**config.mk**
```make
export PLATFORM = sky130hd
export DESIGN_NAME = pan_tilt_servo_mode_controller_flat
export DESIGN_NICKNAME = d
export VERILOG_FILES = /design/src/rtl/ptsmc_pkg.sv /design/src/rtl/ptsmc_if.sv /design/src/rtl/ptsmc_cmd_queue.sv /design/src/rtl/pan_tilt_servo_mode_controller.sv /design/src/flat_wrapper.sv
export SDC_FILE = /design/constraint.sdc
export NUM_CORES = 1
export LEC_CHECK = 0
export BUFFER_PORTS_ARGS = -buffer_cell sky130_fd_sc_hd__buf_2
export CORE_MARGIN = 8
export CORE_UTILIZATION = 29
export CTS_BUF_LIST = sky130_fd_sc_hd__clkbuf_8
export DETAILED_ROUTE_END_ITERATION = 6
export PLACE_DENSITY_LB_ADDON = 0.12
export SLEW_MARGIN = 10
export SYNTH_ARGS = -nofsm -noshare
export SYNTH_HDL_FRONTEND = slang
export SYNTH_SLANG_ARGS = --single-unit
export TNS_END_PERCENT = 100
```
**constraint.sdc**
```tcl
create_clock -name clk_i -period 7.14 [get_ports clk_i]
set_clock_uncertainty 0.1 [all_clocks]
set_input_delay 0 -clock clk_i [delete_from_list [all_inputs] [get_ports clk_i]]
set_output_delay 0 -clock clk_i [all_outputs]
set_load 0.02 [all_outputs]
```
**src/rtl/ptsmc_pkg.sv**
```systemverilog
// Shared types, constants and helper functions of the pan/tilt servo mode controller.
package ptsmc_pkg;

  localparam int unsigned QUEUE_DEPTH = 16;
  localparam int unsigned QPTR_W = (QUEUE_DEPTH > 1) ? $clog2(QUEUE_DEPTH) : 1;
  localparam int unsigned FILL_W = $clog2(QUEUE_DEPTH + 1);
  localparam int unsigned QSUM_W = FILL_W + 1;

  localparam int unsigned CFG_W = 10;
  localparam int unsigned CFG_IDX_W = 3;

  localparam logic [7:0] ANGLE_MAX = 8'd180;
  localparam logic [7:0] ANGLE_MID = 8'd90;
  localparam logic [6:0] HALF_MAX = 7'd90;
  localparam logic [6:0] HALF_MIN = 7'd1;

  typedef enum logic [1:0] {
    MODE_SCAN     = 2'd0,
    MODE_MANUAL   = 2'd1,
    MODE_TRACKING = 2'd2,
    MODE_NONE     = 2'd3
  } mode_e;

  typedef enum logic [1:0] {
    ACT_SET_MODE = 2'd0,
    ACT_COMMAND  = 2'd1,
    ACT_TICK     = 2'd2,
    ACT_UNUSED   = 2'd3
  } action_e;

  typedef enum logic [CFG_IDX_W-1:0] {
    CFG_CENTER_X   = 3'd0,
    CFG_CENTER_Y   = 3'd1,
    CFG_DEAD_ZONE  = 3'd2,
    CFG_SMALL_ZONE = 3'd3,
    CFG_SCAN_HALF  = 3'd4,
    CFG_MAN_STEP   = 3'd5
  } cfg_idx_e;

  typedef struct packed {
    logic              en;
    logic [QPTR_W-1:0] addr;
    logic [1:0]        cmd;
  } q_wr_t;

  // Saturates a signed angle sum to the servo range.
  function automatic logic [7:0] clamp_angle(logic signed [10:0] v);
    logic [7:0] r;
    if (v >= $signed({3'b000, ANGLE_MAX})) begin
      r = ANGLE_MAX;
    end else if (v <= 11'sd0) begin
      r = 8'd0;
    end else begin
      r = v[7:0];
    end
    return r;
  endfunction

  // Folds a pointer sum below twice the depth back into the queue range.
  function automatic logic [QPTR_W-1:0] qwrap(logic [QSUM_W-1:0] s);
    logic [QSUM_W-1:0] r;
    r = s;
    if (s >= QSUM_W'(QUEUE_DEPTH)) begin
      r = s - QSUM_W'(QUEUE_DEPTH);
    end
    return r[QPTR_W-1:0];
  endfunction

endpackage

```
**src/rtl/ptsmc_if.sv**
```systemverilog
// Valid/ready channel interfaces for input items and result items.
interface ptsmc_in_if;
  logic               valid;
  logic               ready;
  logic [1:0]         action;
  logic [1:0]         mode_select;
  logic [7:0]         command_byte;
  logic signed [15:0] target_x;
  logic signed [15:0] target_y;
  logic               target_missing;

  modport source (
    output valid, action, mode_select, command_byte, target_x, target_y, target_missing,
    input  ready
  );
  modport sink (
    input  valid, action, mode_select, command_byte, target_x, target_y, target_missing,
    output ready
  );
endinterface

interface ptsmc_out_if;
  logic       valid;
  logic       ready;
  logic [7:0] yaw_command;
  logic [7:0] pitch_command;
  logic       drive_strobe;
  logic [1:0] current_mode;
  logic       command_dropped;

  modport source (
    output valid, yaw_command, pitch_command, drive_strobe, current_mode, command_dropped,
    input  ready
  );
  modport sink (
    input  valid, yaw_command, pitch_command, drive_strobe, current_mode, command_dropped,
    output ready
  );
endinterface

```
**src/rtl/ptsmc_cmd_queue.sv**
```systemverilog
// Manual command store with a registered head read and write-to-read forwarding.
module ptsmc_cmd_queue (
  input  logic                          clk_i,
  input  ptsmc_pkg::q_wr_t              wr_i,
  input  logic [ptsmc_pkg::QPTR_W-1:0]  rd_addr_i,
  output logic [1:0]                    head_o
);
  import ptsmc_pkg::*;

  logic [1:0] mem_q [QUEUE_DEPTH];
  logic [1:0] head_q;

  always_ff @(posedge clk_i) begin
    if (wr_i.en) begin
      mem_q[wr_i.addr] <= wr_i.cmd;
    end
    if (wr_i.en && (wr_i.addr == rd_addr_i)) begin
      head_q <= wr_i.cmd;
    end else begin
      head_q <= mem_q[rd_addr_i];
    end
  end

  assign head_o = head_q;

endmodule

```
**src/rtl/pan_tilt_servo_mode_controller.sv**
```systemverilog
// Pan/tilt servo mode controller top level with configuration registers and result register.
// The block takes one item per clock and returns exactly one result for each item, in the cycle
// after it is taken; a full result register that is not being drained holds off the next item.
// Angles, mode, sweep window and queue pointers live in registers that are updated in the cycle
// an item is taken, while the manual command queue sits in a small synchronous memory whose head
// entry is read ahead every cycle, with a written entry forwarded when it lands on the head.
module pan_tilt_servo_mode_controller (
  input  logic                              clk_i,
  input  logic                              rst_ni,
  input  logic                              cfg_we_i,
  input  logic [ptsmc_pkg::CFG_IDX_W-1:0]   cfg_idx_i,
  input  logic [ptsmc_pkg::CFG_W-1:0]       cfg_data_i,
  ptsmc_in_if.sink                          item_in,
  ptsmc_out_if.source                       item_out
);
  import ptsmc_pkg::*;

  logic [9:0] center_x_q, center_y_q, dead_zone_q, small_zone_q;
  logic [6:0] scan_half_q;
  logic [7:0] man_step_q;

  logic [7:0]        yaw_q, yaw_d, pitch_q, pitch_d;
  mode_e             mode_q, mode_d;
  logic [7:0]        upper_q, upper_d, lower_q, lower_d;
  logic              heading_q, heading_d;
  logic [QPTR_W-1:0] rd_slot_q, rd_slot_d;
  logic [FILL_W-1:0] fill_q, fill_d;

  logic       out_valid_q;
  logic [7:0] out_yaw_q, out_pitch_q;
  logic       out_strobe_q, out_drop_q;
  mode_e      out_mode_q;

  logic       accept;
  logic       strobe, dropped;
  q_wr_t      q_wr;
  logic [1:0] head;

  action_e action;
  mode_e   mode_sel;

  logic [6:0]         half;
  logic [8:0]         yaw_plus_h;
  logic [7:0]         twice_h;
  logic               new_heading;
  logic signed [10:0] step_s;
  logic signed [16:0] dx, dy;
  logic [16:0]        ax, ay;
  logic signed [10:0] yaw_s, pitch_s;

  assign item_in.ready = !out_valid_q || item_out.ready;
  assign accept = item_in.valid && item_in.ready;
  assign action = action_e'(item_in.action);
  assign mode_sel = mode_e'(item_in.mode_select);

  always_ff @(posedge clk_i or negedge rst_ni) begin
    if (!rst_ni) begin
      center_x_q   <= 10'd320;
      center_y_q   <= 10'd240;
      dead_zone_q  <= 10'd100;
      small_zone_q <= 10'd50;
      scan_half_q  <= 7'd30;
      man_step_q   <= 8'd5;
    end else if (cfg_we_i) begin
      unique case (cfg_idx_i)
        CFG_CENTER_X:   center_x_q   <= cfg_data_i;
        CFG_CENTER_Y:   center_y_q   <= cfg_data_i;
        CFG_DEAD_ZONE:  dead_zone_q  <= cfg_data_i;
        CFG_SMALL_ZONE: small_zone_q <= cfg_data_i;
        CFG_SCAN_HALF:  scan_half_q  <= cfg_data_i[6:0];
        CFG_MAN_STEP:   man_step_q   <= cfg_data_i[7:0];
        default: ;
      endcase
    end
  end

  always_comb begin
    half = scan_half_q;
    if (scan_half_q < HALF_MIN) begin
      half = HALF_MIN;
    end else if (scan_half_q > HALF_MAX) begin
      half = HALF_MAX;
    end
    yaw_plus_h = {1'b0, yaw_q} + {2'b00, half};
    twice_h    = {half, 1'b0};

    new_heading = heading_q;
    if ((yaw_q >= upper_q) || (yaw_q <= lower_q)) begin
      new_heading = !heading_q;
    end

    step_s = head[0] ? -$signed({3'b000, man_step_q}) : $signed({3'b000, man_step_q});

    dx = $signed({item_in.target_x[15], item_in.target_x}) - $signed({7'b0, center_x_q});
    dy = $signed({item_in.target_y[15], item_in.target_y}) - $signed({7'b0, center_y_q});
    ax = dx[16] ? 17'(-dx) : 17'(dx);
    ay = dy[16] ? 17'(-dy) : 17'(dy);

    yaw_s   = $signed({3'b000, yaw_q});
    pitch_s = $signed({3'b000, pitch_q});
  end

  always_comb begin
    yaw_d     = yaw_q;
    pitch_d   = pitch_q;
    mode_d    = mode_q;
    upper_d   = upper_q;
    lower_d   = lower_q;
    heading_d = heading_q;
    rd_slot_d = rd_slot_q;
    fill_d    = fill_q;
    strobe    = 1'b0;
    dropped   = 1'b0;
    q_wr.en   = 1'b0;
    q_wr.addr = qwrap(QSUM_W'(rd_slot_q) + QSUM_W'(fill_q));
    q_wr.cmd  = item_in.command_byte[1:0];

    if (accept) begin
      unique case (action)
        ACT_SET_MODE: begin
          if (mode_sel != mode_q) begin
            rd_slot_d = '0;
            fill_d    = '0;
            mode_d    = mode_sel;
            if (mode_sel == MODE_SCAN) begin
              heading_d = 1'b0;
              if (yaw_plus_h >= {1'b0, ANGLE_MAX}) begin
                upper_d = ANGLE_MAX;
                lower_d = ANGLE_MAX - twice_h;
              end else if (yaw_q <= {1'b0, half}) begin
                upper_d = twice_h;
                lower_d = 8'd0;
              end else begin
                upper_d = yaw_plus_h[7:0];
                lower_d = yaw_q - {1'b0, half};
              end
            end
          end
        end
        ACT_COMMAND: begin
          if (mode_q == MODE_MANUAL) begin
            if (fill_q == FILL_W'(QUEUE_DEPTH)) begin
              dropped = 1'b1;
            end else begin
              q_wr.en = 1'b1;
              fill_d  = fill_q + FILL_W'(1);
            end
          end
        end
        ACT_TICK: begin
          strobe = 1'b1;
          unique case (mode_q)
            MODE_SCAN: begin
              heading_d = new_heading;
              yaw_d = clamp_angle(new_heading ? yaw_s - 11'sd1 : yaw_s + 11'sd1);
            end
            MODE_MANUAL: begin
              if (fill_q != '0) begin
                rd_slot_d = qwrap(QSUM_W'(rd_slot_q) + QSUM_W'(1));
                fill_d    = fill_q - FILL_W'(1);
                if (head[1]) begin
                  pitch_d = clamp_angle(pitch_s + step_s);
                end else begin
                  yaw_d = clamp_angle(yaw_s + step_s);
                end
              end
            end
            MODE_TRACKING: begin
              if (!item_in.target_missing) begin
                if (ax > {7'b0, dead_zone_q}) begin
                  if (ax <= {7'b0, small_zone_q}) begin
                    yaw_d = clamp_angle(dx[16] ? yaw_s + 11'sd1 : yaw_s - 11'sd1);
                  end else begin
                    yaw_d = clamp_angle(dx[16] ? yaw_s + 11'sd2 : yaw_s - 11'sd2);
                  end
                end
                if (ay > {7'b0, dead_zone_q}) begin
                  pitch_d = clamp_angle((!dy[16] && (dy != '0)) ? pitch_s + 11'sd1
                                                                : pitch_s - 11'sd1);
                end
              end
            end
            MODE_NONE: ;
          endcase
        end
        ACT_UNUSED: ;
      endcase
    end
  end

  ptsmc_cmd_queue u_queue (
    .clk_i     (clk_i),
    .wr_i      (q_wr),
    .rd_addr_i (rd_slot_d),
    .head_o    (head)
  );

  always_ff @(posedge clk_i or negedge rst_ni) begin
    if (!rst_ni) begin
      yaw_q       <= ANGLE_MID;
      pitch_q     <= ANGLE_MID;
      mode_q      <= MODE_NONE;
      upper_q     <= 8'd0;
      lower_q     <= 8'd0;
      heading_q   <= 1'b0;
      rd_slot_q   <= '0;
      fill_q      <= '0;
      out_valid_q <= 1'b0;
    end else begin
      yaw_q     <= yaw_d;
      pitch_q   <= pitch_d;
      mode_q    <= mode_d;
      upper_q   <= upper_d;
      lower_q   <= lower_d;
      heading_q <= heading_d;
      rd_slot_q <= rd_slot_d;
      fill_q    <= fill_d;
      if (accept) begin
        out_valid_q <= 1'b1;
      end else if (item_out.ready) begin
        out_valid_q <= 1'b0;
      end
    end
  end

  always_ff @(posedge clk_i) begin
    if (accept) begin
      out_yaw_q    <= yaw_d;
      out_pitch_q  <= pitch_d;
      out_strobe_q <= strobe;
      out_mode_q   <= mode_d;
      out_drop_q   <= dropped;
    end
  end

  assign item_out.valid           = out_valid_q;
  assign item_out.yaw_command     = out_yaw_q;
  assign item_out.pitch_command   = out_pitch_q;
  assign item_out.drive_strobe    = out_strobe_q;
  assign item_out.current_mode    = out_mode_q;
  assign item_out.command_dropped = out_drop_q;

  assert property (@(posedge clk_i) disable iff (!rst_ni)
    fill_q <= FILL_W'(QUEUE_DEPTH))
    else $error("Queue fill count exceeds the queue depth.");

  assert property (@(posedge clk_i) disable iff (!rst_ni)
    (yaw_q <= ANGLE_MAX) && (pitch_q <= ANGLE_MAX))
    else $error("Servo angle left the 0 to 180 degree range.");

  assert property (@(posedge clk_i) disable iff (!rst_ni)
    (accept && (action == ACT_SET_MODE) && (mode_sel != mode_q)) |=>
      ((fill_q == '0) && (rd_slot_q == '0)))
    else $error("Queue not cleared on a mode change.");

  assert property (@(posedge clk_i) disable iff (!rst_ni)
    (item_out.valid && item_out.command_dropped) |->
      ((out_mode_q == MODE_MANUAL) && !item_out.drive_strobe))
    else $error("Dropped command reported outside manual mode.");

  assert property (@(posedge clk_i) disable iff (!rst_ni)
    (accept && (action == ACT_TICK) && (mode_q != MODE_MANUAL)) |=>
      (fill_q == $past(fill_q)))
    else $error("Queue count changed on a tick outside manual mode.");

endmodule
```
**src/flat_wrapper.sv**
```systemverilog
// flat-port wrapper written by rule: the top's interface ports become plain ports
module pan_tilt_servo_mode_controller_flat import ptsmc_pkg::*;
  (clk_i, rst_ni, cfg_we_i, cfg_idx_i, cfg_data_i, item_in_valid, item_in_action, item_in_mode_select, item_in_command_byte, item_in_target_x, item_in_target_y, item_in_target_missing, item_in_ready, item_out_valid, item_out_yaw_command, item_out_pitch_command, item_out_drive_strobe, item_out_current_mode, item_out_command_dropped, item_out_ready);
  ptsmc_in_if item_in_i ();
  ptsmc_out_if item_out_i ();
  input  logic clk_i;
  input  logic rst_ni;
  input  logic cfg_we_i;
  input  logic [ptsmc_pkg::CFG_IDX_W-1:0] cfg_idx_i;
  input  logic [ptsmc_pkg::CFG_W-1:0] cfg_data_i;
  input wire logic [$bits(item_in_i.valid)-1:0] item_in_valid;
  input wire logic [$bits(item_in_i.action)-1:0] item_in_action;
  input wire logic [$bits(item_in_i.mode_select)-1:0] item_in_mode_select;
  input wire logic [$bits(item_in_i.command_byte)-1:0] item_in_command_byte;
  input wire logic [$bits(item_in_i.target_x)-1:0] item_in_target_x;
  input wire logic [$bits(item_in_i.target_y)-1:0] item_in_target_y;
  input wire logic [$bits(item_in_i.target_missing)-1:0] item_in_target_missing;
  output wire logic [$bits(item_in_i.ready)-1:0] item_in_ready;
  output wire logic [$bits(item_out_i.valid)-1:0] item_out_valid;
  output wire logic [$bits(item_out_i.yaw_command)-1:0] item_out_yaw_command;
  output wire logic [$bits(item_out_i.pitch_command)-1:0] item_out_pitch_command;
  output wire logic [$bits(item_out_i.drive_strobe)-1:0] item_out_drive_strobe;
  output wire logic [$bits(item_out_i.current_mode)-1:0] item_out_current_mode;
  output wire logic [$bits(item_out_i.command_dropped)-1:0] item_out_command_dropped;
  input wire logic [$bits(item_out_i.ready)-1:0] item_out_ready;
  assign item_in_i.valid = item_in_valid;
  assign item_in_i.action = item_in_action;
  assign item_in_i.mode_select = item_in_mode_select;
  assign item_in_i.command_byte = item_in_command_byte;
  assign item_in_i.target_x = item_in_target_x;
  assign item_in_i.target_y = item_in_target_y;
  assign item_in_i.target_missing = item_in_target_missing;
  assign item_in_ready = item_in_i.ready;
  assign item_out_valid = item_out_i.valid;
  assign item_out_yaw_command = item_out_i.yaw_command;
  assign item_out_pitch_command = item_out_i.pitch_command;
  assign item_out_drive_strobe = item_out_i.drive_strobe;
  assign item_out_current_mode = item_out_i.current_mode;
  assign item_out_command_dropped = item_out_i.command_dropped;
  assign item_out_i.ready = item_out_ready;
  pan_tilt_servo_mode_controller u_core (.clk_i(clk_i), .rst_ni(rst_ni), .cfg_we_i(cfg_we_i), .cfg_idx_i(cfg_idx_i), .cfg_data_i(cfg_data_i), .item_in(item_in_i), .item_out(item_out_i));
endmodule
```
Word level (Yosys, flattened, before mapping)
Memories as Yosys holds them, arrays and structs flattened. A register that Yosys moved wholly into a read port is not among the register bits.
Index checks and enable logic that the tools add are counted.
{"block": "totals", "register_bits": 120, "ramBits": 32, "output_inout_bits": 22, "wordCells": 181, "n_memories": 1}
{"block": "op_classes", "addsub": 22, "n_lt_le_gt_ge": 23, "n_eq_ne": 18, "muxes": 71, "n_reduce_logical": 26}
{"name": "u_core.u_queue.mem_q", "depth": 16, "word_bits": 2, "read_ports": 1, "rd_clocked_by_memory_dff": 1, "write_ports": 1, "line": "ptsmc_cmd_queue.sv:10", "source": "logic [1:0] mem_q [QUEUE_DEPTH];"}
{"cell": "$mux 8", "count": 29}
{"cell": "$ge 11x9->1 const B", "count": 6}
{"cell": "$le 11x1->1 const B", "count": 6}
{"cell": "$mux 11", "count": 5}
{"cell": "$gt 17x10->1", "count": 2}
{"cell": "$mux 17", "count": 2}
{"cell": "$neg 17->17", "count": 2}
{"cell": "$sub 16x11->17", "count": 2}
{"cell": "$mux 5", "count": 5}
{"cell": "$mux 4", "count": 6}
{"cell": "$pmux 8 s3", "count": 1}
{"cell": "$add 9x11->11", "count": 2}
{"cell": "$add 8x1->9 const B", "count": 2}
{"cell": "$sub 8x1->9 const B", "count": 2}
{"cell": "$le 17x10->1", "count": 1}
{"cell": "$reduce_bool 17->1", "count": 1}
{"cell": "$pmux 8 s2", "count": 1}
{"cell": "$pmux 5 s3", "count": 1}
{"cell": "$mux 1", "count": 14}
{"cell": "$mux 7", "count": 2}
{"cell": "$reduce_and 2->1", "count": 7}
{"cell": "$neg 8->11", "count": 1}
{"cell": "$ne 2x1->1 const B", "count": 5}
{"cell": "$add 8x2->9 const B", "count": 1}
{"cell": "other kinds (39)", "count": 54}

Logic depth before layout (Yosys ltp)
Gate-level depths: netlist of the first run.
{"block": "logic_depth", "word_depth": 12, "mapped_depth": 24, "ltp_nobuf": 22}

Hierarchy
From an unflattened synthesis of the first run, not the netlist that was laid out.
{"block": "unflattened", "hier_cells": 1592, "area_unflattened_um2": 13929.6}
{"mod": "pan_tilt_servo_mode_controller", "instances": 1, "cells_each": 1512, "area_per_inst_um2": 12509.5}
{"mod": "ptsmc_cmd_queue", "instances": 1, "cells_each": 80, "area_per_inst_um2": 1420.1}

Worst setup path before layout of the first run
Ideal clock, no wire load.
{"block": "synth_path", "kind": "register to register", "start": "register u_core.center_x_q[8]", "end": "register u_core.out_yaw_q[6], in the netlist u_core.item_out.yaw_command[6], data pin", "setup_ns": 0.266, "arrival_time_ns": 4.680, "required_time_ns": 6.774, "slack_ns": 2.094, "path_stages_with_launch": 23, "n_path_buf": 3, "path_cell_list": "dfstp_2 inv_1 ha_1 buf_2 o21ai_0 o21ba_2 nand2_1 o31ai_1 buf_2 clkbuf_1 o21ai_0 ha_1 nor2b_1 o21a_1 o21a_1 o21ai_0 nand2b_1 a21oi_1 o21ai_0 o211ai_1 a41oi_2 and3_2 a221o_1"}
{"block": "synth_between", "elab_chain_len": 11}
{"element": "start: declaration", "line": "pan_tilt_servo_mode_controller.sv:18", "source": "logic [9:0] center_x_q, center_y_q, dead_zone_q, small_zone_q;"}
{"element": "start signal: assignment", "line": "pan_tilt_servo_mode_controller.sv:66", "source": "CFG_CENTER_X: center_x_q <= cfg_data_i;"}
{"element": "$sub 16x11->17 *", "line": "pan_tilt_servo_mode_controller.sv:94", "source": "dx = $signed({item_in.target_x[15], item_in.target_x}) - $signed({7'b0, center_x_q});"}
{"element": "parallel branches: the longest is 5 deep, another holds $neg 17->17"}
{"element": "$mux 8 *", "line": "pan_tilt_servo_mode_controller.sv:170", "source": "if (ax > {7'b0, dead_zone_q}) begin"}
{"element": "$mux 8 *", "line": "pan_tilt_servo_mode_controller.sv:169", "source": "if (!item_in.target_missing) begin"}
{"element": "$pmux 8 s3 *", "line": "pan_tilt_servo_mode_controller.sv:152", "source": "unique case (mode_q)"}
{"element": "$mux 8 *", "line": "pan_tilt_servo_mode_controller.sv:119", "source": "unique case (action)"}
{"element": "$mux 8 *", "line": "pan_tilt_servo_mode_controller.sv:118", "source": "if (accept) begin"}
{"element": "net u_core.yaw_d[6]", "line": "pan_tilt_servo_mode_controller.sv:22", "source": "logic [7:0] yaw_q, yaw_d, pitch_q, pitch_d;"}
{"element": "end signal: assignment", "line": "pan_tilt_servo_mode_controller.sv:228", "source": "out_yaw_q <= yaw_d;"}
{"element": "end: declaration", "line": "pan_tilt_servo_mode_controller.sv:30", "source": "logic [7:0] out_yaw_q, out_pitch_q;"}
Mark *: on every way through the listed nets, which the timed path passes.
A chain may end at the register's enable or synchronous reset.

==> flow_summary.ini, run 1 <==
[outcome]
status = complete, no violations

[yosys]
synth.area.top_cells = dfrtp_1, edfxtp_1, ha_1, dfstp_2, xnor2_1
synth.most_common_cell = nand2_1
synth-compound-area-share = 0.223
synth_area_per_cell_um2 = 8.82
seq_area_frac_synth = 0.299
yosys.area_share.adder = 0.123
yosys.area.top_type = dfrtp_1
synth.distinct_cells = 117
synth-seq-cells = 156
synthSimpleGateAreaFrac = 0.187
synthXorXnorAreaFrac = 0.0639
netlist_area_um2 = 14000
async_reset_ff_frac = 0.641
yosys_warnings = 0
synth_flop_cell = dfrtp_1
yosys.area.top_type_share = 0.129
synth-edff-count = 52
muxShareOfSynthArea = 0.0528
synth_top_family_by_area = compound AO/OA/AOI/OAI gates
netlist_instances = 1584
synth_nets = 1779
netlist_top_cells_count = nand2_1, ha_1, nor2_1, o21ai_0, inv_1

[sta]
period_needed_ns = 5.62
rsz0062_at_grt = no
finalSetupTns_ns = 0
maxSlewViolCount = 0
slew_headroom = 0.310
hold_viol_final = 0
fmax_mhz = 178
fin_ws_ns = 1.52
setup_viol = 0
tightest_slew_ns = 1.02
finalCritPeriodShare = 0.788

[cts]
htreeDepth = 4
clock-sinks = 156
clkLatencyLatePin_ns = 0.56
cts_tree = yes
cts_root_buf = clkbuf_8
cts_made_buffers = 17
clkTransAtPathRegs_ns = 0.12
clockBufferDepth = 2

[worst_setup_path]
crit_arrival_ns = 5.90
ff2ff_path_depth = 17
cp-end-kind = flip-flop
critPathMaxStageDelay_ns = 0.69
rr_endpoint = u_core.item_out.yaw_command[0]
cp.required_ns = 7.42
r2r_slack_ns = 1.52
cp-start-kind = flip-flop
crit_slowest_cell = dfxtp_1
crit_fanout = 10
crit_type = reg -> reg
crit_top_cell = o21ai_0
worstPathCellList = mux4_2, mux4_2, nor2_1, a21o_1, inv_1, fa_1, nor2b_1, o21a_1, o21ai_0, a21oi_1, nor2_1, o21ai_0, nand3_1, nor3_1, a221o_1, o21ai_0, a32oi_1

[min_path]
whs_path_depth = 3
hp-start = cfg_idx_i[0]
whs_endpoint = u_core.man_step_q[5]
hp-class = in -> reg

[cells_and_area]
drive_gt1_frac = 0.149
area_growth_pct = 12.1
final_nets = 1855
n_fill_cell = 4947
final_area_um2 = 15700
antenna_cells = 0
utilization = 0.329

[placement]
placed_area_um2 = 14900
dpl.hpwl_um = 31900
pre_cts_ws_ns = 1.53
io_buffers = 78
gp_congestion = 0.866

[floorplan]
die_x_um = 235
num_rows = 80
dieArea_um2 = 55500
ioPinCount = 85
initial_core_util = 0.293
die_y_um = 235
coreArea_um2 = 47600

[power]
vdd_ir_drop_max_uv = 191
switchingPower_w = 0.00291
p_int_w = 0.00288
clkPwrFrac = 0.122
seqPwrFrac = 0.247
switching_share = 0.503
powerDensity_nw_per_um2 = 370
p_leak_nw = 6.41
comb_power_share = 0.631

[route]
postRouteAntennaNets = 0
drtIter0Drc = 760
viasPerCell = 5.25
wl_met1_um = 20800
wl_per_cell_um = 18.5
dr.max_layer_used = met4
drt-pass1-iter-count = 5
drc = 0
drt_wl_total_um = 42400
dr_wl_met3_um = 1490
wl_met2_um = 19300
vias = 12000

[global_routing]
grt_pass1_vias = 12100
grt_antenna_before_repair = 0
grt_use_total = 0.153
overflow = 0
grt_pass1_wl_um = 68000
grt_max_degree = 53

[flow_run]
cap_violations = 0
==> flip-flops by register name, summed over array words and instances, names as in the netlist, 4 cells and up, named ones only <==
register	cells
u_core.u_queue.mem_q	32
u_core.center_x_q	10
u_core.center_y_q	10
u_core.dead_zone_q	10
u_core.small_zone_q	10
u_core.item_out.pitch_command	8
u_core.item_out.yaw_command	8
u_core.lower_q	8
u_core.man_step_q	8
u_core.pitch_q	8
u_core.upper_q	8
u_core.yaw_q	8
u_core.scan_half_q	7
u_core.fill_q	5
u_core.rd_slot_q	4
==> worst max-delay path by stage <==
stage	end	slack (ns)	cells after the start
after global routing	u_core.item_out.yaw_command[0]	1.06	17
after floorplan	u_core.item_out.yaw_command[6]	2.09	22
after detailed placement	u_core.item_out.pitch_command[4]	1.53	19
after CTS	u_core.item_out.pitch_command[4]	1.51	20
final	u_core.item_out.yaw_command[0]	1.52	17
after global placement	u_core.item_out.pitch_command[7]	1.52	19
==> cell usage in the layout, fill, tap and decap left out, types with 32 or more instances in the layout <==
cell type,synthesis,layout
dfrtp_1,72,72
nand2_1,150,150
o21ai_0,111,110
ha_1,124,124
nor2_1,121,121
mux2_2,32,32
a21oi_1,86,86
nand3_1,54,54
xnor2_1,68,68
buf_2,4,77
inv_1,107,107
xor2_1,34,34
edfxtp_1,52,52
a21o_1,36,36
==> critical path: cells and delay by family (launching register included) <==
kind	cells	cell delay, ns
multiplexers	2	1.20
flip-flops	1	0.69
AO/OA/AOI/OAI	8	1.80
adder cells (fa/ha/maj)	1	0.42
buffers and inverters	1	0.15
AND/OR/NAND/NOR	5	1.08
==> kinds of logic after synthesis <==
logic type,Yosys count
and+or+nand+nor,519
DFF,156
AOI/OAI and AO/OA,448
adders and majority gates,132
buffers and inverters,171
muxes,56
xor gates and xnor gates,102
==> power by group through the flow <==
stage	clock network (W)	registers [W]	logic (W)
floorplan	0	0.00131	0.00279
global placement	0	0.00145	0.00361
detailed placement	0	0.00145	0.00361
CTS	0.000743	0.00143	0.00366
global route	0.000766	0.00146	0.00414
finish	0.000707	0.00143	0.00365
==> area by class of cell <==
cell class | instances | area [um^2] | area share
inverter | 109 | 409 | 0.0261
tap | 615 | 769 | 0.0492
timing repair buffer | 119 | 793 | 0.0507
clock buffer | 17 | 234 | 0.0149
multi-input combinational | 1257 | 9100 | 0.581
clock inverter | 15 | 169 | 0.0108
sequential | 156 | 4180 | 0.267
==> through the flow <==
stage	hold slack [ns]	power [W]	instances
finish	0.125	0.00579	2288
global route	0.162	0.00637	2288
CTS	0.103	0.00584	2288
detailed placement	0.0205	0.00506	2226
global placement	0.0177	0.00506	2226
floorplan	-0.396	0.00410	1584
==> what timing repair did <==
item / in CTS / in global routing
hold buffers: 30 / 0
hold endpoints to repair: 178 / 0
gates resized for setup: 0 / 0
setup buffers: 0 / 0
==> layer usage <==
layer,vias to the layer above,track usage
met3,46,0.0277
met5,-,0
met4,0,0.0499
met2,190,0.248
li1,5964,-
met1,5821,0.205
(Power assumes the default switching activity.)
==> run 2: changes to the inputs <==
==> constraint.sdc (replaced) <==
create_clock -name clk_i -period 4.8 [get_ports clk_i]
set_clock_uncertainty 0.1 [all_clocks]
set_input_delay 0 -clock clk_i [delete_from_list [all_inputs] [get_ports clk_i]]
set_output_delay 0 -clock clk_i [all_outputs]
set_load 0.02 [all_outputs]
==> flow_summary.ini, run 2 (same netlist as run 1, synthesis figures left out) <==
[floorplan]
die_y_um = 235
num_rows = 80
dieArea_um2 = 55500
initial_core_util = 0.293
ioPinCount = 85
coreArea_um2 = 47600
die_x_um = 235

[sta]
setup_viol = 0
fmax_mhz = 214
period_needed_ns = 4.68
finalCritPeriodShare = 0.974
maxSlewViolCount = 0
tightest_slew_ns = 0.816
rsz0062_at_grt = yes
slew_headroom = 0.456
hold_viol_final = 0
finalSetupTns_ns = 0

[global_routing]
overflow = 0
grt_antenna_before_repair = 1
grt_use_total = 0.162
grt_max_degree = 61
grt_pass1_vias = 12500
grt_pass1_wl_um = 71600

[worst_setup_path]
crit_fanout = 6
cp-end-kind = flip-flop
cp.required_ns = 4.99
crit_type = reg -> reg
crit_slowest_cell = mux4_2
rr_endpoint = u_core.item_out.yaw_command[4]
critPathMaxStageDelay_ns = 0.59
ff2ff_path_depth = 20
r2r_slack_ns = 0.12
worstPathCellList = buf_12, mux4_2, mux4_2, buf_6, nand2b_4, xnor2_4, ha_4, nor2b_4, o21a_1, buf_4, o21a_1, o21ai_2, a21oi_4, a31oi_4, o21bai_4, buf_4, o2111a_1, a221oi_2, a31oi_1, o22a_1
cp-start-kind = flip-flop
crit_arrival_ns = 4.87

[placement]
dpl.hpwl_um = 34700
gp_congestion = 0.875
placed_area_um2 = 15800
io_buffers = 78

[cells_and_area]
mostFrequentLayoutCells = nand2_1, buf_4, nor2_1
final_area_um2 = 17400
area_growth_pct = 24.9
mostFrequentLayoutCell = nand2_1
drive_gt1_frac = 0.269
largest-register = u_core.u_queue.mem_q
seq_area_um2 = 4180
final_nets = 1991
largest_register_ffs = 32
n_fill_cell = 4958
antenna_cells = 0
multi_input_area_um2 = 9810

[outcome]
failed_checks = DRC
status = finished with violations

[route]
vias = 12500
drt-pass1-iter-count = 7
drc = 3
viasPerCell = 5.17
drt_wl_total_um = 45600
drtIter0Drc = 829
wl_per_cell_um = 18.8
postRouteAntennaNets = 0

[cts]
htreeDepth = 4
clockBufferDepth = 2
clkTransAtPathRegs_ns = 0.11
clkLatencyLatePin_ns = 0.55
cts_made_buffers = 17
cts_root_buf = clkbuf_8
clock-sinks = 156
cts_tree = yes

[power]
vdd_ir_drop_max_uv = 224
p_leak_nw = 7.22
powerDensity_nw_per_um2 = 573

[min_path]
hp-class = in -> async

[flow_run]
cap_violations = 0
## run 2: cell type report
class	count	area share
inverters	109	0.0235
clock inverters	15	0.0111
clock buffers	17	0.0134
repair buffers	255	0.106
well taps	615	0.0441
flip-flops and latches	156	0.240
multi-input cells	1257	0.562
## run 2: layer usage
| metal | part of all wire | track usage |
|---|---|---|
| met5 | 0 | 0 |
| met4 | 0.015 | 0.0439 |
| met3 | 0.034 | 0.0286 |
| met2 | 0.47 | 0.265 |
| met1 | 0.48 | 0.217 |
## run 2: through the flow
| stage | cells | util | hold WS [ns] | power (W) | worst slack [ns] |
|---|---|---|---|---|---|
| detailed placement | 2336 | 0.331 | -0.0248 | 0.00817 | -0.344 |
| floorplan | 1584 | - | -0.396 | 0.00609 | 0.0154 |
| CTS | 2405 | 0.351 | 0.0223 | 0.00946 | 0.00754 |
| global route | 2424 | 0.366 | 0.0605 | 0.0109 | -0.0914 |
| finish | 2424 | 0.366 | 0.0701 | 0.00999 | 0.125 |
| global placement | 2336 | 0.331 | -0.0262 | 0.00820 | -0.377 |
## run 2: worst max-delay path, delay by kind of cell, from the launching register on
family | cells | cell delay (ns)
fa+ha+maj | 1 | 0.23
buf+inv | 4 | 0.55
simple gates | 2 | 0.20
xor+xnor | 1 | 0.14
flops | 1 | 0.35
mux | 2 | 1.07
compound gates | 10 | 1.76
## run 2: what timing repair did
action / 4_1_cts / 5_1_grt
setup endpoints to repair: 15 / 32
gates resized for setup: 25 / 134
hold buffers: 30 / 0
pin swaps: 12 / 62
hold endpoints to repair: 149 / 0
setup buffers: 7 / 20
## run 2: where the power goes
part / internal, W / switching [W]
sequential: 0.00171 / 0.000279
clock: 0.000402 / 0.000666
combinational: 0.00304 / 0.00389
## run 2: worst max path at each step
stage	from	to	slack, ns	cells past startpoint
5_1_grt	flip-flop	u_core.item_out.yaw_command[4]	-0.09	20
2_1_floorplan	u_core.center_y_q[4]	u_core.item_out.pitch_command[4]	0.02	19
4_1_cts	u_core.center_x_q[0]	u_core.item_out.yaw_command[4]	0.008	19
3_5_place_dp	u_core.center_x_q[0]	u_core.item_out.yaw_command[5]	-0.34	18
3_3_place_gp	u_core.center_x_q[0]	u_core.item_out.yaw_command[5]	-0.38	18
6_report	flip-flop	u_core.item_out.yaw_command[4]	0.12	20
==> run 3: changes to the inputs <==
--- a/config.mk
+++ b/config.mk
@@ -10,7 +10,6 @@
 export CORE_UTILIZATION = 29
 export CTS_BUF_LIST = sky130_fd_sc_hd__clkbuf_8
 export DETAILED_ROUTE_END_ITERATION = 6
-export PLACE_DENSITY_LB_ADDON = 0.12
 export SLEW_MARGIN = 10
 export SYNTH_ARGS = -nofsm -noshare
 export SYNTH_HDL_FRONTEND = slang
==> flow_summary.ini, run 3 (same netlist as run 1, synthesis figures left out) <==
[outcome]
status = complete, no violations

[sta]
maxSlewViolCount = 0
tightest_slew_ns = 1.10
finalSetupTns_ns = 0
slew_headroom = 0.264
hold_viol_final = 0
finalCritPeriodShare = 0.984
period_needed_ns = 4.72
rsz0062_at_grt = yes
setup_viol = 0
fmax_mhz = 212

[floorplan]
die_y_um = 235
initial_core_util = 0.293
die_x_um = 235
coreArea_um2 = 47600
num_rows = 80
dieArea_um2 = 55500
ioPinCount = 85

[power]
powerDensity_nw_per_um2 = 564
p_leak_nw = 7.15
vdd_ir_drop_max_uv = 226

[cts]
clkTransAtPathRegs_ns = 0.10
cts_root_buf = clkbuf_8
htreeDepth = 4
cts_made_buffers = 17
clock-sinks = 156
cts_tree = yes
clockBufferDepth = 2
clkLatencyLatePin_ns = 0.51

[global_routing]
grt_antenna_before_repair = 2
grt_use_total = 0.144
overflow = 0
grt_max_degree = 53
grt_pass1_vias = 12400
grt_pass1_wl_um = 66000

[route]
wl_met2_um = 20600
drtIter0Drc = 741
dr_wl_met3_um = 1420
drc = 0
drt_wl_total_um = 41600
postRouteAntennaNets = 0
wl_per_cell_um = 17.2
wl_met1_um = 18900
vias = 12700
dr.max_layer_used = met5
viasPerCell = 5.24
drt-pass1-iter-count = 7

[worst_setup_path]
cp.required_ns = 5.14
crit_top_cell = buf_4
cp_top_family = compound AO/OA/AOI/OAI gates
crit_type = reg -> reg
cp-end-kind = flip-flop
crit_slowest_cell = fa_2
r2r_slack_ns = 0.08
critPathMaxStageDelay_ns = 0.42
crit_arrival_ns = 5.06
crit_fanout = 5
cp-start-kind = flip-flop
worstPathCellList = ha_2, fa_2, nor2b_4, o21a_4, o21ai_2, buf_4, a2111oi_4, nor2_1, xor2_1, buf_4, buf_4, buf_4, ha_1, nand3_1, or3_1, o211ai_1, a41oi_2, buf_4, nand3_1, nand3_2, a32oi_2, buf_4
cp.buffers_inverters = 6

[placement]
gp_congestion = 0.953
placed_area_um2 = 15800
dpl.hpwl_um = 31600
io_buffers = 78

[cells_and_area]
n_fill_cell = 4794
mostFrequentLayoutCells = nand2_1, buf_4, nor2_1, ha_1, inv_1
drive_gt1_frac = 0.257
largest-register = u_core.u_queue.mem_q
mostFrequentLayoutCell = nand2_1
final_nets = 1986
area_growth_pct = 23.1
final_area_um2 = 17200
multi_input_area_um2 = 9610
seq_area_um2 = 4180
largest_register_ffs = 32

[flow_run]
cap_violations = 0

[min_path]
hp-class = in -> reg
[run 3: cell types whose count changed in the layout (fill, tap and decap cells not counted), sizes merged]
cell / delta
clkinv: -1
dlygate4sd3: +3
inv: +3
clkinvlp: -2
buf: -8
diode: +1
[run 3: final cells by class]
class,count,share of cell area
multi-input combinational,1257,0.559
sequential,156,0.243
timing repair buffer,250,0.104
tap,615,0.0448
inverter,109,0.0238
clock buffer,17,0.0136
clock inverter,15,0.0116
antenna,1,0.000146
[run 3: power by group]
part / switching [W] / leakage, nW / internal, W / total, W
logic: 0.00373 / 5.27 / 0.00290 / 0.00663
clock network: 0.000651 / 0.216 / 0.000412 / 0.00106
registers: 0.000289 / 1.66 / 0.00171 / 0.00200
[run 3: repair_timing]
item | in CTS | in global routing
buffers inserted | 2 | 19
hold buffers | 32 | 0
pin swaps | 4 | 47
resized for setup | 13 | 110
endpoints found under the setup margin | 10 | 32
endpoints found under the hold margin | 160 | 0
[run 3: through the flow]
stage / util / hold WS, ns / setup WS (ns) / instances / total power, W
after CTS: 0.348 / 0.0187 / -0.00965 / 2400 / 0.00924
after global placement: 0.331 / 0.0233 / 0.0116 / 2334 / 0.00795
final: 0.361 / 0.0583 / 0.0772 / 2420 / 0.00970
after global routing: 0.361 / 0.0904 / -0.0907 / 2420 / 0.0105
after detailed placement: 0.331 / 0.0235 / -0.0561 / 2334 / 0.00805
after floorplan: - / -0.396 / 0.0154 / 1584 / 0.00609
[run 3: final timing paths]
kind / start / end / cells after the start
setup / recovery: u_core.center_x_q[0] / u_core.yaw_q[7] / 22
hold / removal: cfg_idx_i[0] / u_core.dead_zone_q[5] / 6
setup reg to reg: u_core.center_x_q[0] / u_core.yaw_q[7] / 22
hold reg to reg: u_core.lower_q[7] / u_core.lower_q[7] / 2
max in group asynchronous: rst_ni / u_core.small_zone_q[6] / 4
min in group asynchronous: rst_ni / u_core.heading_q / 3
[run 3: routing by layer]
layer / global-route usage / up-vias
met2: 0.251 / 286
met1: 0.185 / 6126
met5: 0 / -
met3: 0.0212 / 59
li1: - / 6210
met4: 0.0373 / 2
[run 3: tightest hold or removal path: cells and delay by family]
family | cells | cell delay, ns
buf+inv | 2 | 0.31
simple gates | 3 | 0.28
compound gates | 1 | 0.07
